File: src/rtl/fsfc_pkg.sv
// Shared constants, types and CRC function for the flow sensor frame checker.
`timescale 1ns / 1ps
`default_nettype none

package fsfc_pkg;

    localparam int FRAME_BYTES = 9;
    localparam logic [3:0] LAST_BYTE_IDX = 4'(FRAME_BYTES - 1);

    localparam logic [7:0] CRC_INIT = 8'hFF;
    localparam logic [7:0] CRC_POLY = 8'h31;

    // byte position inside one word
    localparam logic [1:0] POS_HIGH = 2'd0;
    localparam logic [1:0] POS_LOW  = 2'd1;
    localparam logic [1:0] POS_CRC  = 2'd2;

    // configuration register indexes
    localparam logic REG_FLOW_ZERO = 1'b0;
    localparam logic REG_TEMP_ZERO = 1'b1;

    localparam logic [15:0] FLOW_ZERO_RST = 16'h9000;  // -28672
    localparam logic [15:0] TEMP_ZERO_RST = 16'h0000;

    // result error codes
    localparam logic [1:0] ERR_OK    = 2'd0;
    localparam logic [1:0] ERR_CRC   = 2'd1;
    localparam logic [1:0] ERR_SHORT = 2'd2;

    // x / 25 == (x * 83887) >> 21, exact for 0 <= x < 2^16
    localparam logic [16:0] FLOW_RECIP       = 17'd83887;
    localparam int          FLOW_RECIP_SHIFT = 21;

    localparam int DEF_QUEUE_DEPTH = 4;

    // event handed from the byte parser to the conversion side
    typedef struct packed {
        logic        is_short;
        logic [2:0]  fail_mask;
        logic [15:0] word0;
        logic [15:0] word1;
        logic [15:0] word2;
    } t_evt;

    function automatic logic [7:0] crc8_update(input logic [7:0] crc, input logic [7:0] data);
        logic [7:0] c;
        c = crc ^ data;
        for (int k = 0; k < 8; k++) begin
            c = c[7] ? ({c[6:0], 1'b0} ^ CRC_POLY) : {c[6:0], 1'b0};
        end
        return c;
    endfunction

endpackage

`default_nettype wire

File: src/rtl/fsfc_front.sv
// Byte parser: frame tracking, CRC check and word capture.
`timescale 1ns / 1ps
`default_nettype none

module fsfc_front (
    input  wire logic          i_clk,
    input  wire logic          i_rst_n,
    input  wire logic          i_valid,
    output logic               o_ready,
    input  wire logic [7:0]    i_byte,
    input  wire logic          i_start,
    input  wire logic          i_q_full,
    output logic               o_push,
    output fsfc_pkg::t_evt     o_evt
);
    import fsfc_pkg::*;

    logic [3:0]  r_idx,  n_idx;
    logic [1:0]  r_pos,  n_pos;
    logic [1:0]  r_word, n_word;
    logic [7:0]  r_crc,  n_crc;
    logic [7:0]  r_hi,   n_hi;
    logic [2:0]  r_fail, n_fail;
    logic [15:0] r_wb [3];

    logic       accept;
    logic       active;
    logic       wb_we;
    logic       push_short;
    logic       push_frame;
    logic [3:0] c_idx;
    logic [1:0] c_pos;
    logic [1:0] c_word;
    logic [2:0] c_fail;

    assign o_ready = !i_q_full;
    assign accept  = i_valid && !i_q_full;

    always_comb begin
        n_idx      = r_idx;
        n_pos      = r_pos;
        n_word     = r_word;
        n_crc      = r_crc;
        n_hi       = r_hi;
        n_fail     = r_fail;
        wb_we      = 1'b0;
        push_short = 1'b0;
        push_frame = 1'b0;
        active     = 1'b0;
        c_idx      = r_idx;
        c_pos      = r_pos;
        c_word     = r_word;
        c_fail     = r_fail;

        if (accept) begin
            if (i_start) begin
                // a start inside a frame cuts it short; the byte opens a new one
                push_short = (r_idx != 4'd0);
                c_idx      = 4'd0;
                c_pos      = POS_HIGH;
                c_word     = 2'd0;
                c_fail     = 3'b000;
                active     = 1'b1;
            end else begin
                active = (r_idx != 4'd0);
            end
        end

        if (active) begin
            case (c_pos)
                POS_HIGH: begin
                    n_crc = crc8_update(CRC_INIT, i_byte);
                    n_hi  = i_byte;
                end
                POS_LOW: begin
                    n_crc = crc8_update(r_crc, i_byte);
                    wb_we = 1'b1;
                end
                default: begin
                    if (r_crc != i_byte) begin
                        c_fail = c_fail | (3'b001 << c_word);
                    end
                    n_crc = CRC_INIT;
                end
            endcase

            if (c_idx == LAST_BYTE_IDX) begin
                push_frame = 1'b1;
                n_idx      = 4'd0;
                n_pos      = POS_HIGH;
                n_word     = 2'd0;
                n_fail     = 3'b000;
            end else begin
                n_idx  = c_idx + 4'd1;
                n_pos  = (c_pos == POS_CRC) ? POS_HIGH : c_pos + 2'd1;
                n_word = (c_pos == POS_CRC) ? c_word + 2'd1 : c_word;
                n_fail = c_fail;
            end
        end
    end

    assign o_push             = push_short || push_frame;
    assign o_evt.is_short     = push_short;
    assign o_evt.fail_mask    = c_fail;
    assign o_evt.word0        = r_wb[0];
    assign o_evt.word1        = r_wb[1];
    assign o_evt.word2        = r_wb[2];

    always_ff @(posedge i_clk) begin
        if (!i_rst_n) begin
            r_idx  <= 4'd0;
            r_pos  <= POS_HIGH;
            r_word <= 2'd0;
            r_crc  <= CRC_INIT;
            r_hi   <= 8'd0;
            r_fail <= 3'b000;
        end else begin
            r_idx  <= n_idx;
            r_pos  <= n_pos;
            r_word <= n_word;
            r_crc  <= n_crc;
            r_hi   <= n_hi;
            r_fail <= n_fail;
        end
    end

    always_ff @(posedge i_clk) begin
        if (wb_we) begin
            r_wb[c_word] <= {r_hi, i_byte};
        end
    end

endmodule

`default_nettype wire

File: src/rtl/fsfc_queue.sv
// Small event queue between the byte parser and the conversion side.
`timescale 1ns / 1ps
`default_nettype none

module fsfc_queue #(
    parameter int DEPTH = fsfc_pkg::DEF_QUEUE_DEPTH
) (
    input  wire logic            i_clk,
    input  wire logic            i_rst_n,
    input  wire logic            i_push,
    input  wire fsfc_pkg::t_evt  i_evt,
    output logic                 o_full,
    output logic                 o_valid,
    input  wire logic            i_pop,
    output fsfc_pkg::t_evt       o_evt
);
    import fsfc_pkg::*;

    localparam int PTR_W = $clog2(DEPTH);
    localparam int CNT_W = $clog2(DEPTH + 1);
    localparam logic [PTR_W-1:0] PTR_LAST = PTR_W'(DEPTH - 1);
    localparam logic [CNT_W-1:0] CNT_FULL = CNT_W'(DEPTH);

    t_evt             r_mem [DEPTH];
    logic [PTR_W-1:0] r_wr_ptr;
    logic [PTR_W-1:0] r_rd_ptr;
    logic [CNT_W-1:0] r_count;
    logic             do_push;
    logic             do_pop;

    assign o_full  = (r_count == CNT_FULL);
    assign o_valid = (r_count != '0);
    assign o_evt   = r_mem[r_rd_ptr];
    assign do_push = i_push && !o_full;
    assign do_pop  = i_pop && o_valid;

    always_ff @(posedge i_clk) begin
        if (!i_rst_n) begin
            r_wr_ptr <= '0;
            r_rd_ptr <= '0;
            r_count  <= '0;
        end else begin
            if (do_push) begin
                r_wr_ptr <= (r_wr_ptr == PTR_LAST) ? '0 : r_wr_ptr + PTR_W'(1);
            end
            if (do_pop) begin
                r_rd_ptr <= (r_rd_ptr == PTR_LAST) ? '0 : r_rd_ptr + PTR_W'(1);
            end
            case ({do_push, do_pop})
                2'b10:   r_count <= r_count + CNT_W'(1);
                2'b01:   r_count <= r_count - CNT_W'(1);
                default: r_count <= r_count;
            endcase
        end
    end

    always_ff @(posedge i_clk) begin
        if (do_push) begin
            r_mem[r_wr_ptr] <= i_evt;
        end
    end

endmodule

`default_nettype wire

File: src/rtl/fsfc_back.sv
// Conversion side: offset, scaling, last-good tracking and result register.
`timescale 1ns / 1ps
`default_nettype none

module fsfc_back (
    input  wire logic          i_clk,
    input  wire logic          i_rst_n,
    input  wire logic [15:0]   i_flow_zero,
    input  wire logic [15:0]   i_temp_zero,
    input  wire logic          i_q_valid,
    output logic               o_pop,
    input  wire fsfc_pkg::t_evt i_evt,
    output logic               o_valid,
    input  wire logic          i_ready,
    output logic [12:0]        o_flow,
    output logic [15:0]        o_temp,
    output logic [15:0]        o_status,
    output logic [2:0]         o_mask,
    output logic [1:0]         o_code
);
    import fsfc_pkg::*;

    // stage 1: offsets applied
    logic        r_s1_valid;
    logic        r_s1_short;
    logic [2:0]  r_s1_mask;
    logic [15:0] r_s1_flow_mag;
    logic        r_s1_flow_neg;
    logic [15:0] r_s1_temp;
    logic [15:0] r_s1_status;

    // result register and last good values
    logic        r_out_valid;
    logic [12:0] r_out_flow;
    logic [15:0] r_out_temp;
    logic [15:0] r_out_status;
    logic [2:0]  r_out_mask;
    logic [1:0]  r_out_code;
    logic [12:0] r_good_flow;
    logic [15:0] r_good_temp;
    logic [15:0] r_good_status;

    logic        out_free;
    logic        s1_free;
    logic [16:0] flow_diff;
    logic [16:0] flow_abs;
    logic [16:0] temp_diff;
    logic [16:0] temp_bias;
    logic [32:0] flow_prod;
    logic [11:0] flow_quot;
    logic [12:0] flow_val;

    assign out_free = !r_out_valid || i_ready;
    assign s1_free  = !r_s1_valid || out_free;
    assign o_pop    = i_q_valid && s1_free;

    // 17-bit signed differences cannot overflow
    assign flow_diff = {i_evt.word0[15], i_evt.word0} - {i_flow_zero[15], i_flow_zero};
    assign flow_abs  = flow_diff[16] ? (17'd0 - flow_diff) : flow_diff;
    assign temp_diff = {i_evt.word1[15], i_evt.word1} - {i_temp_zero[15], i_temp_zero};
    // add one before the shift on negatives so the halving truncates toward zero
    assign temp_bias = temp_diff + {16'd0, temp_diff[16]};

    assign flow_prod = 33'(r_s1_flow_mag) * 33'(FLOW_RECIP);
    assign flow_quot = 12'(flow_prod >> FLOW_RECIP_SHIFT);
    assign flow_val  = r_s1_flow_neg ? (13'd0 - {1'b0, flow_quot}) : {1'b0, flow_quot};

    always_ff @(posedge i_clk) begin
        if (!i_rst_n) begin
            r_s1_valid    <= 1'b0;
            r_out_valid   <= 1'b0;
            r_good_flow   <= 13'd0;
            r_good_temp   <= 16'd0;
            r_good_status <= 16'd0;
        end else begin
            if (s1_free) begin
                r_s1_valid <= i_q_valid;
            end
            if (out_free) begin
                r_out_valid <= r_s1_valid;
                if (r_s1_valid && !r_s1_short && (r_s1_mask == 3'b000)) begin
                    r_good_flow   <= flow_val;
                    r_good_temp   <= r_s1_temp;
                    r_good_status <= r_s1_status;
                end
            end
        end
    end

    always_ff @(posedge i_clk) begin
        if (o_pop) begin
            r_s1_short    <= i_evt.is_short;
            r_s1_mask     <= i_evt.fail_mask;
            r_s1_flow_mag <= flow_abs[15:0];
            r_s1_flow_neg <= flow_diff[16];
            r_s1_temp     <= temp_bias[16:1];
            r_s1_status   <= i_evt.word2;
        end
        if (out_free && r_s1_valid) begin
            if (r_s1_short) begin
                r_out_flow   <= r_good_flow;
                r_out_temp   <= r_good_temp;
                r_out_status <= r_good_status;
                r_out_mask   <= 3'b000;
                r_out_code   <= ERR_SHORT;
            end else if (r_s1_mask == 3'b000) begin
                r_out_flow   <= flow_val;
                r_out_temp   <= r_s1_temp;
                r_out_status <= r_s1_status;
                r_out_mask   <= 3'b000;
                r_out_code   <= ERR_OK;
            end else begin
                r_out_flow   <= r_good_flow;
                r_out_temp   <= r_good_temp;
                r_out_status <= r_good_status;
                r_out_mask   <= r_s1_mask;
                r_out_code   <= ERR_CRC;
            end
        end
    end

    assign o_valid  = r_out_valid;
    assign o_flow   = r_out_flow;
    assign o_temp   = r_out_temp;
    assign o_status = r_out_status;
    assign o_mask   = r_out_mask;
    assign o_code   = r_out_code;

endmodule

`default_nettype wire

File: src/rtl/flow_sensor_frame_checker_unit.sv
// Top level of the flow sensor frame checker: config registers and datapath assembly.
//
//  Channel   Direction  Payload                                     Handshake
//  s_axis    in         tdata: rx_byte; tuser: frame_start          tvalid/tready
//  m_axis    out        tdata: flow, temp, status; tuser: mask,code tvalid/tready
//  cfg       in         index 0 flow zero point, 1 temp zero point  write enable only
//
// One byte transaction per cycle while the event queue is not full. After its ninth
// byte, a frame result passes through the event queue and the offset stage, then the
// result register (the /25 multiply sits before it), onto m_axis.
// s_axis_tready drops only when the event queue is full; the queue and the
// result register let the parser keep taking bytes while a result is stalled.
// Reset is synchronous, active low; no clearing pass is needed after it.
`timescale 1ns / 1ps
`default_nettype none

module flow_sensor_frame_checker_unit #(
    parameter int QUEUE_DEPTH = fsfc_pkg::DEF_QUEUE_DEPTH
) (
    input  wire logic          i_clk,
    input  wire logic          i_rst_n,
    // byte input
    input  wire logic          s_axis_tvalid,
    output logic               s_axis_tready,
    input  wire logic [7:0]    s_axis_tdata,   // [7:0] rx_byte
    input  wire logic [0:0]    s_axis_tuser,   // [0] frame_start
    // result output
    output logic               m_axis_tvalid,
    input  wire logic          m_axis_tready,
    output logic [47:0]        m_axis_tdata,   // [12:0] flow_centi_slm, [28:13] temp_centi_c,
                                               // [44:29] status_word, [47:45] zero
    output logic [4:0]         m_axis_tuser,   // [2:0] crc_fail_mask, [4:3] error_code
    // configuration writes
    input  wire logic          i_cfg_wr_en,
    input  wire logic [0:0]    i_cfg_wr_idx,
    input  wire logic [15:0]   i_cfg_wr_data
);
    import fsfc_pkg::*;

    logic [15:0] r_flow_zero;
    logic [15:0] r_temp_zero;

    t_evt        push_evt;
    t_evt        head_evt;
    logic        push;
    logic        q_full;
    logic        q_valid;
    logic        pop;

    logic [12:0] res_flow;
    logic [15:0] res_temp;
    logic [15:0] res_status;
    logic [2:0]  res_mask;
    logic [1:0]  res_code;

    // offsets are to change only while idle (the block does not enforce it), so the back end reads them directly
    always_ff @(posedge i_clk) begin
        if (!i_rst_n) begin
            r_flow_zero <= FLOW_ZERO_RST;
            r_temp_zero <= TEMP_ZERO_RST;
        end else if (i_cfg_wr_en) begin
            case (i_cfg_wr_idx[0])
                REG_FLOW_ZERO: r_flow_zero <= i_cfg_wr_data;
                REG_TEMP_ZERO: r_temp_zero <= i_cfg_wr_data;
                default: ;
            endcase
        end
    end

    // front: frame tracking and CRC, one event per finished or cut-short frame
    fsfc_front u_front (
        .i_clk    (i_clk),
        .i_rst_n  (i_rst_n),
        .i_valid  (s_axis_tvalid),
        .o_ready  (s_axis_tready),
        .i_byte   (s_axis_tdata),
        .i_start  (s_axis_tuser[0]),
        .i_q_full (q_full),
        .o_push   (push),
        .o_evt    (push_evt)
    );

    fsfc_queue #(
        .DEPTH (QUEUE_DEPTH)
    ) u_queue (
        .i_clk   (i_clk),
        .i_rst_n (i_rst_n),
        .i_push  (push),
        .i_evt   (push_evt),
        .o_full  (q_full),
        .o_valid (q_valid),
        .i_pop   (pop),
        .o_evt   (head_evt)
    );

    // back: conversion and last-good bookkeeping
    fsfc_back u_back (
        .i_clk       (i_clk),
        .i_rst_n     (i_rst_n),
        .i_flow_zero (r_flow_zero),
        .i_temp_zero (r_temp_zero),
        .i_q_valid   (q_valid),
        .o_pop       (pop),
        .i_evt       (head_evt),
        .o_valid     (m_axis_tvalid),
        .i_ready     (m_axis_tready),
        .o_flow      (res_flow),
        .o_temp      (res_temp),
        .o_status    (res_status),
        .o_mask      (res_mask),
        .o_code      (res_code)
    );

    assign m_axis_tdata = {3'b000, res_status, res_temp, res_flow};
    assign m_axis_tuser = {res_code, res_mask};

endmodule

`default_nettype wire

File: config.mk
export PLATFORM = sky130hd
export DESIGN_NAME = flow_sensor_frame_checker_unit
export DESIGN_NICKNAME = d
export VERILOG_FILES = /design/src/rtl/fsfc_pkg.sv /design/src/rtl/fsfc_front.sv /design/src/rtl/fsfc_queue.sv /design/src/rtl/fsfc_back.sv /design/src/rtl/flow_sensor_frame_checker_unit.sv
export SDC_FILE = /design/constraint.sdc
export NUM_CORES = 1
export LEC_CHECK = 0
export CAP_MARGIN = 15
export CORE_ASPECT_RATIO = 0.9
export CORE_MARGIN = 2
export CORE_UTILIZATION = 40
export CTS_CLUSTER_SIZE = 16
export DETAILED_ROUTE_END_ITERATION = 10
export DONT_BUFFER_PORTS = 1
export PLACE_DENSITY = 0.64
export SLEW_MARGIN = 20
export SYNTH_ARGS = -nofsm -noshare
export SYNTH_HDL_FRONTEND = slang
export SYNTH_SLANG_ARGS = --single-unit
File: constraint.sdc
create_clock -name i_clk -period 6.6 [get_ports i_clk]
set_input_delay 0.33 -clock i_clk [delete_from_list [all_inputs] [get_ports i_clk]]
set_output_delay 0.33 -clock i_clk [all_outputs]
set_load 0.05 [all_outputs]
# After elaboration in Yosys (flattened, before gate mapping)
# Memory sizes are Yosys's and may differ from the RTL's. A register that Yosys moved wholly into a read port is not among the register bits.
# Index checks and enable logic that the tools add are counted.
[totals]
reg_bits = 216
latch_bits = 0
ramBits = 256
mem_bits_ro = 0
inputBits = 31
output_inout_bits = 55
elab_cells = 157
mem_count = 2
[classes]
n_addsub = 12
n_mul = 1
div_mod_pow = 0
n_lt_le_gt_ge = 0
n_eq_ne = 9
shifts = 1
mux = 60
bitwise_logic = 20
reduce_logical = 25
[mem_list]
columns = ["name", "words", "width", "read_ports", "rd_clocked_by_memory_dff", "write_ports", "line_no", "source"]
rows = [
  ["u_queue.r_mem", 4, 52, 1, 1, 1, "fsfc_queue.sv:24", "t_evt r_mem [DEPTH];"],
  ["u_front.r_wb", 3, 16, 3, 0, 1, "fsfc_front.sv:24", "logic [15:0] r_wb [3];"],
]
[ops]
columns = ["op", "count"]
rows = [
  ["6-bit 2-to-1 mux", 16],
  ["16-bit 2-to-1 mux", 5],
  ["3-bit NOT", 16],
  ["13-bit 2-to-1 mux", 3],
  ["16-bit by 16-bit subtractor with 17-bit output", 2],
  ["16-bit by 17-bit multiplier with 33-bit output, second input constant", 1],
  ["2-bit 2-to-1 mux", 12],
  ["3-bit 2-to-1 mux", 6],
  ["17-bit by 1-bit adder with 17-bit output", 1],
  ["8-bit case mux with 2 select lines", 1],
  ["1-bit by 16-bit subtractor with 16-bit output, first input constant", 1],
  ["1-bit 2-to-1 mux", 13],
  ["1-bit by 12-bit subtractor with 13-bit output, first input constant", 1],
  ["4-bit 2-to-1 mux", 3],
  ["2-bit by 1-bit adder with 2-bit output, second input constant", 4],
  ["2-bit equality test, second input constant", 4],
  ["8-bit != test", 1],
  ["8-bit NOT", 1],
  ["2-bit AND reduction", 4],
  ["8-bit bitwise XOR", 1],
  ["1-bit logical AND", 7],
  ["3-bit case mux with 2 select lines", 1],
  ["4-bit by 1-bit adder with 4-bit output, second input constant", 1],
  ["2-bit by 1-bit equality test with 1-bit output, second input constant", 2],
  ["15 further kinds", 21],
]

# Logic depth before layout (Yosys ltp)
[logic_depth]
word_depth = 18
depth_mapped = 25
mapped_depth_nobuf = 25

# Modules after synthesis
# Synthesis repeated with hierarchy kept, for this count alone.
[unflattened]
hier_cells = 2048
hier_area_um2 = 25473.2
[modules_own_cells]
columns = ["mod", "instances", "cells_per_inst", "area_each_um2", "seq_area_each_um2"]
rows = [
  ["fsfc_back", 1, 1339, 12909.9, 4033.9],
  ["fsfc_queue", 1, 328, 8060.2, 6426.2],
  ["fsfc_front", 1, 252, 3241.9, 1981.9],
  ["flow_sensor_frame_checker_unit", 1, 129, 1261.2, 640.6],
]

# Least setup slack after synthesis
# OpenSTA, ideal clock, no wires.
[synth_path]
path_type = "register to register"
from = "register u_back.r_s1_flow_mag[14]"
to = "register u_back.r_out_flow[11], in the netlist u_back.o_flow[11], data pin"
setup_ps = 265
arrival_time_ps = 6415
t_required_ps = 6335
slack_ps = -80
path_stages_with_launch = 23
path_buffers = 0
period_less_slack_ps = 6680
path_cell_list = "edfxtp_1 fa_1 inv_1 fa_1 inv_1 fa_1 fa_1 fa_1 inv_1 fa_1 inv_1 ha_1 a21oi_1 o21bai_1 a211oi_1 nor3_1 or4_1 a2bb2oi_2 nand4b_2 or4_1 o2111ai_1 xnor2_1 o21ai_1"
[synth_via]
elab_chain_cells = 5
[synth_lines]
columns = ["item", "line_no", "source"]
rows = [
  ["from (decl)", "fsfc_back.sv:27", "logic [15:0] r_s1_flow_mag;"],
  ["from (signal assigned)", "fsfc_back.sv:94", "r_s1_flow_mag <= flow_abs[15:0];"],
  ["16-bit by 17-bit multiplier with 33-bit output (*)", "fsfc_back.sv:64", "assign flow_prod = 33'(r_s1_flow_mag) * 33'(FLOW_RECIP);"],
  ["1-bit by 12-bit subtractor with 13-bit output", "fsfc_back.sv:66", "assign flow_val = r_s1_flow_neg ? (13'd0 - {1'b0, flow_quot}) : {1'b0, flow_quot};"],
  ["13-bit 2-to-1 mux (*)", "fsfc_back.sv:66", ""],
  ["13-bit 2-to-1 mux (*)", "fsfc_back.sv:106", "end else if (r_s1_mask == 3'b000) begin"],
  ["13-bit 2-to-1 mux (*)", "fsfc_back.sv:100", "if (r_s1_short) begin"],
  ["to (signal assigned)", "fsfc_back.sv:101", "r_out_flow <= r_good_flow;"],
  ["to (signal assigned)", "fsfc_back.sv:107", "r_out_flow <= flow_val;"],
  ["to (signal assigned)", "fsfc_back.sv:113", "r_out_flow <= r_good_flow;"],
  ["to (decl)", "fsfc_back.sv:34", "logic [12:0] r_out_flow;"],
]
# Mark *: on every way between the ends. The rest lies on a longest branch, timed or not.
# A chain may end at the register's enable or synchronous reset.

# Final worst setup path
[layout_path]
from = "register u_back.r_s1_flow_mag[5]"
to = "register u_back.r_out_flow[11], in the netlist u_back.o_flow[11], data pin"
# The elaborated chain is that of the path after synthesis.

==> results.py <==
metrics = {
    "placed_design": {
        "placed_area_um2": 26600,
        "placement.io_buffers": 0,
        "dp_hpwl_um": 39400,
        "pre_cts_slack_ns": -0.263,
        "place_inst": 2909,
        "routabilityCongestion": 0.858,
    },
    "synth": {
        "synth_cell_types": 67,
        "synth-xor-area-share_pct": 4.05,
        "ys_ff_latch": 474,
        "seq_area_frac_synth_pct": 52.2,
        "synth_warnings": 0,
        "ys.flop_type": "edfxtp_1",
        "synth.area.mux_share_pct": 4.75,
        "synth-compound-area-share_pct": 8.34,
        "synth_edf_count": 359,
        "synth_top_family_by_area": "adder cells",
        "synthArstFlopShare_pct": 0,
        "synth_area_per_cell_um2": 12.3,
        "synthAdderAreaFrac_pct": 16.9,
        "synthSimpleGateAreaFrac_pct": 9.41,
        "synth_area_um2": 25100,
        "syn_inst": 2043,
    },
    "floorplan": {
        "die_w_um": 268,
        "fp.coreArea_um2": 62400,
        "boundaryPins": 86,
        "die-area_um2": 64700,
        "die_h_um": 242,
        "rows": 87,
        "start_util_pct": 40.2,
    },
    "setup_path": {
        "crit_fanout": 6,
        "end_kind": "flop",
        "regToRegSetupSlack_ns": -0.12,
        "cp.required_ns": 6.92,
        "worstPathArrival_ns": 7.04,
        "crit_type": "flop to flop",
        "worstSetupStartpointType": "flop",
    },
    "sta": {
        "finalCritPeriodShare_pct": 102,
        "relSlewSlack_pct": 32.5,
        "skew_ns": 0.0271,
        "fin_crit_ns": 6.72,
        "worst_slack_ns": -0.124,
        "fmax_mhz": 149,
        "hold_viol": 0,
        "slew_violations": 0,
        "worst-slew-pin-transition_ns": 1.01,
        "rsz0062_at_grt": "true",
        "finalSetupViolCount": 2,
    },
    "final_layout": {
        "layout-drive-gt1-share_pct": 14.1,
        "fin_nets": 2469,
        "layout_common_cells": "edfxtp_1, nand2_1, inv_1",
        "seq_area_um2": 13100,
        "multiInputGateArea_um2": 11400,
        "area_growth_syn_to_layout_pct": 15.7,
        "final_cells": 3046,
        "final_common_cell": "edfxtp_1",
        "nFillCells": 5520,
        "fin_area_um2": 29000,
        "post-route-util_pct": 46.5,
    },
    "outcome": {
        "failed_checks": "setup timing",
        "status": "complete, but fails checks",
    },
    "grt": {
        "grt_max_degree": 114,
        "grt_use_total_pct": 17.6,
        "overflow": 0,
        "first_global_vias": 15758,
        "grt_pass1_wl_um": 88600,
        "antenna_found_initial": 11,
    },
    "clock_network": {
        "root_buffer": "clkbuf_16",
        "cts.path.max_buffers": 3,
        "cts.sinks": 474,
        "cts_tree": "built",
        "numCtsBuffers": 48,
        "insertion_delay_ns": 0.59,
        "clkTransAtPathRegs_ns": 0.06,
        "h-tree-depth": 2,
    },
    "routing": {
        "drt_iter0_drc": 1143,
        "routedWlPerCell_um": 18.5,
        "via_per_inst": 5.09,
        "first_pass_iters": 7,
        "drt_wl_total_um": 56500,
        "ant_nets": 0,
        "drc_errors": 0,
        "num_vias": 15496,
    },
    "worst_hold_path": {
        "hold_class": "input port to flop",
    },
    "job": {
        "drv_cap": 0,
    },
}
stage by stage:
step / hold WS (ns) / setup TNS (ns)
after CTS: 0.00445 / -0.115
after global routing: 0.0458 / -2.04
after global placement: 0.432 / -0.365
after floorplan: 0.429 / 0
after detailed placement: 0.431 / -1.32
final: 0.0339 / -0.207
cell families (layout without fill, tap and decap cells):
| family | Yosys count | in the layout |
|---|---|---|
| other cells | 1 | 7 |
| compound gates | 312 | 312 |
| fa+ha+maj | 279 | 279 |
| xor+xnor | 116 | 116 |
| flops | 474 | 474 |
| simple gates | 518 | 518 |
| mux | 54 | 54 |
| buf+inv | 289 | 441 |
critical path, cell delays in order (launching register included):
cell	delay, ns
edfxtp_1	0.41
buf_4	0.18
ha_1	0.30
inv_1	0.06
fa_1	0.50
inv_1	0.05
fa_1	0.53
fa_1	0.44
fa_1	0.55
inv_1	0.06
fa_1	0.53
inv_1	0.06
ha_4	0.26
a211oi_2	0.26
o21bai_1	0.13
nor2_1	0.13
a221o_1	0.23
a31oi_2	0.13
or3_1	0.37
a211o_1	0.33
or4_4	0.50
o2111ai_4	0.22
xnor2_2	0.15
o21ai_1	0.08
cell type report:
type,count,share of cell area (%)
timing repair buffer,126,3.68
multi-input combinational,1282,39.1
clock inverter,20,0.742
sequential,474,45.1
antenna,4,0.0345
inverter,227,2.94
tap,845,3.64
clock buffer,68,4.72
final timing paths:
check,start,to,depth (start not counted)
hold reg to reg,u_back.r_good_status[2]$_SDFFE_PN0P_,u_back.r_good_status[2]$_SDFFE_PN0P_,2
setup reg to reg,u_back.r_s1_flow_mag[5]$_DFFE_PP_,u_back.o_flow[11]$_DFFE_PP_,23
hold / removal,s_axis_tdata[4],u_front.r_crc[0]$_SDFFE_PN1P_,3
setup / recovery,u_back.r_s1_flow_mag[5]$_DFFE_PP_,u_back.o_flow[11]$_DFFE_PP_,23
repair_timing:
item	in CTS	in global routing
resized for setup	33	52
pin swaps	31	38
buffers inserted	9	9
hold buffers	28	0
endpoints found under the setup margin	12	18
hold endpoints to repair	139	0
layer usage:
metal	vias to the layer above	routed length (um)	track usage (%)
met5	-	32	0
met2	381	25100	26.9
met3	63	3070	2.84
met4	6	937	3.83
li1	7393	-	-
met1	7653	27300	26.4
synthesized netlist by cell type (7+ instances only):
cell type / instances / area (um^2)
o22ai_1: 8 / 50.1
o21ai_0: 60 / 300
and3_1: 10 / 62.6
o21bai_1: 7 / 52.6
nor3_1: 16 / 80.1
inv_1: 227 / 852
o21a_1: 10 / 75.1
a21boi_0: 85 / 638
clkbuf_1: 53 / 199
fa_1: 100 / 2000
a21o_1: 15 / 113
xnor2_1: 64 / 561
edfxtp_1: 359 / 10800
nand3_1: 20 / 100
o211a_1: 7 / 70.1
mux4_2: 52 / 1170
o31ai_1: 7 / 52.6
ha_1: 179 / 2240
or3_1: 10 / 62.6
and2_1: 20 / 125
xor2_1: 52 / 455
nand4_1: 8 / 50.1
nand2_1: 324 / 1220
nor2b_1: 17 / 106
nor2_1: 43 / 161
a21oi_1: 58 / 290
nand2b_1: 8 / 50.1
dfxtp_1: 115 / 2300
a211oi_1: 9 / 67.6
state kept, by name, summed over array words and instances, names as in the netlist, 3 cells and up, named ones only:
signal and flops:
u_back.o_temp 16, u_back.r_s1_mask 3, u_back.o_flow 13, u_back.r_s1_status 16, u_queue.r_mem 208, u_back.r_good_temp 16, r_flow_zero 16, u_back.r_s1_flow_mag 16
u_back.r_good_status 16, u_front.r_idx 4, u_queue.r_count 3, u_back.r_s1_temp 16, u_front.r_hi 8, u_front.r_crc 8, u_front.r_fail 3, r_temp_zero 16
u_back.o_mask 3, u_front.r_wb 48, u_back.r_good_flow 13, u_back.o_status 16
Power is not shown: default switching activity piles up to over one toggle a cycle in this logic, so the estimate is an artifact.
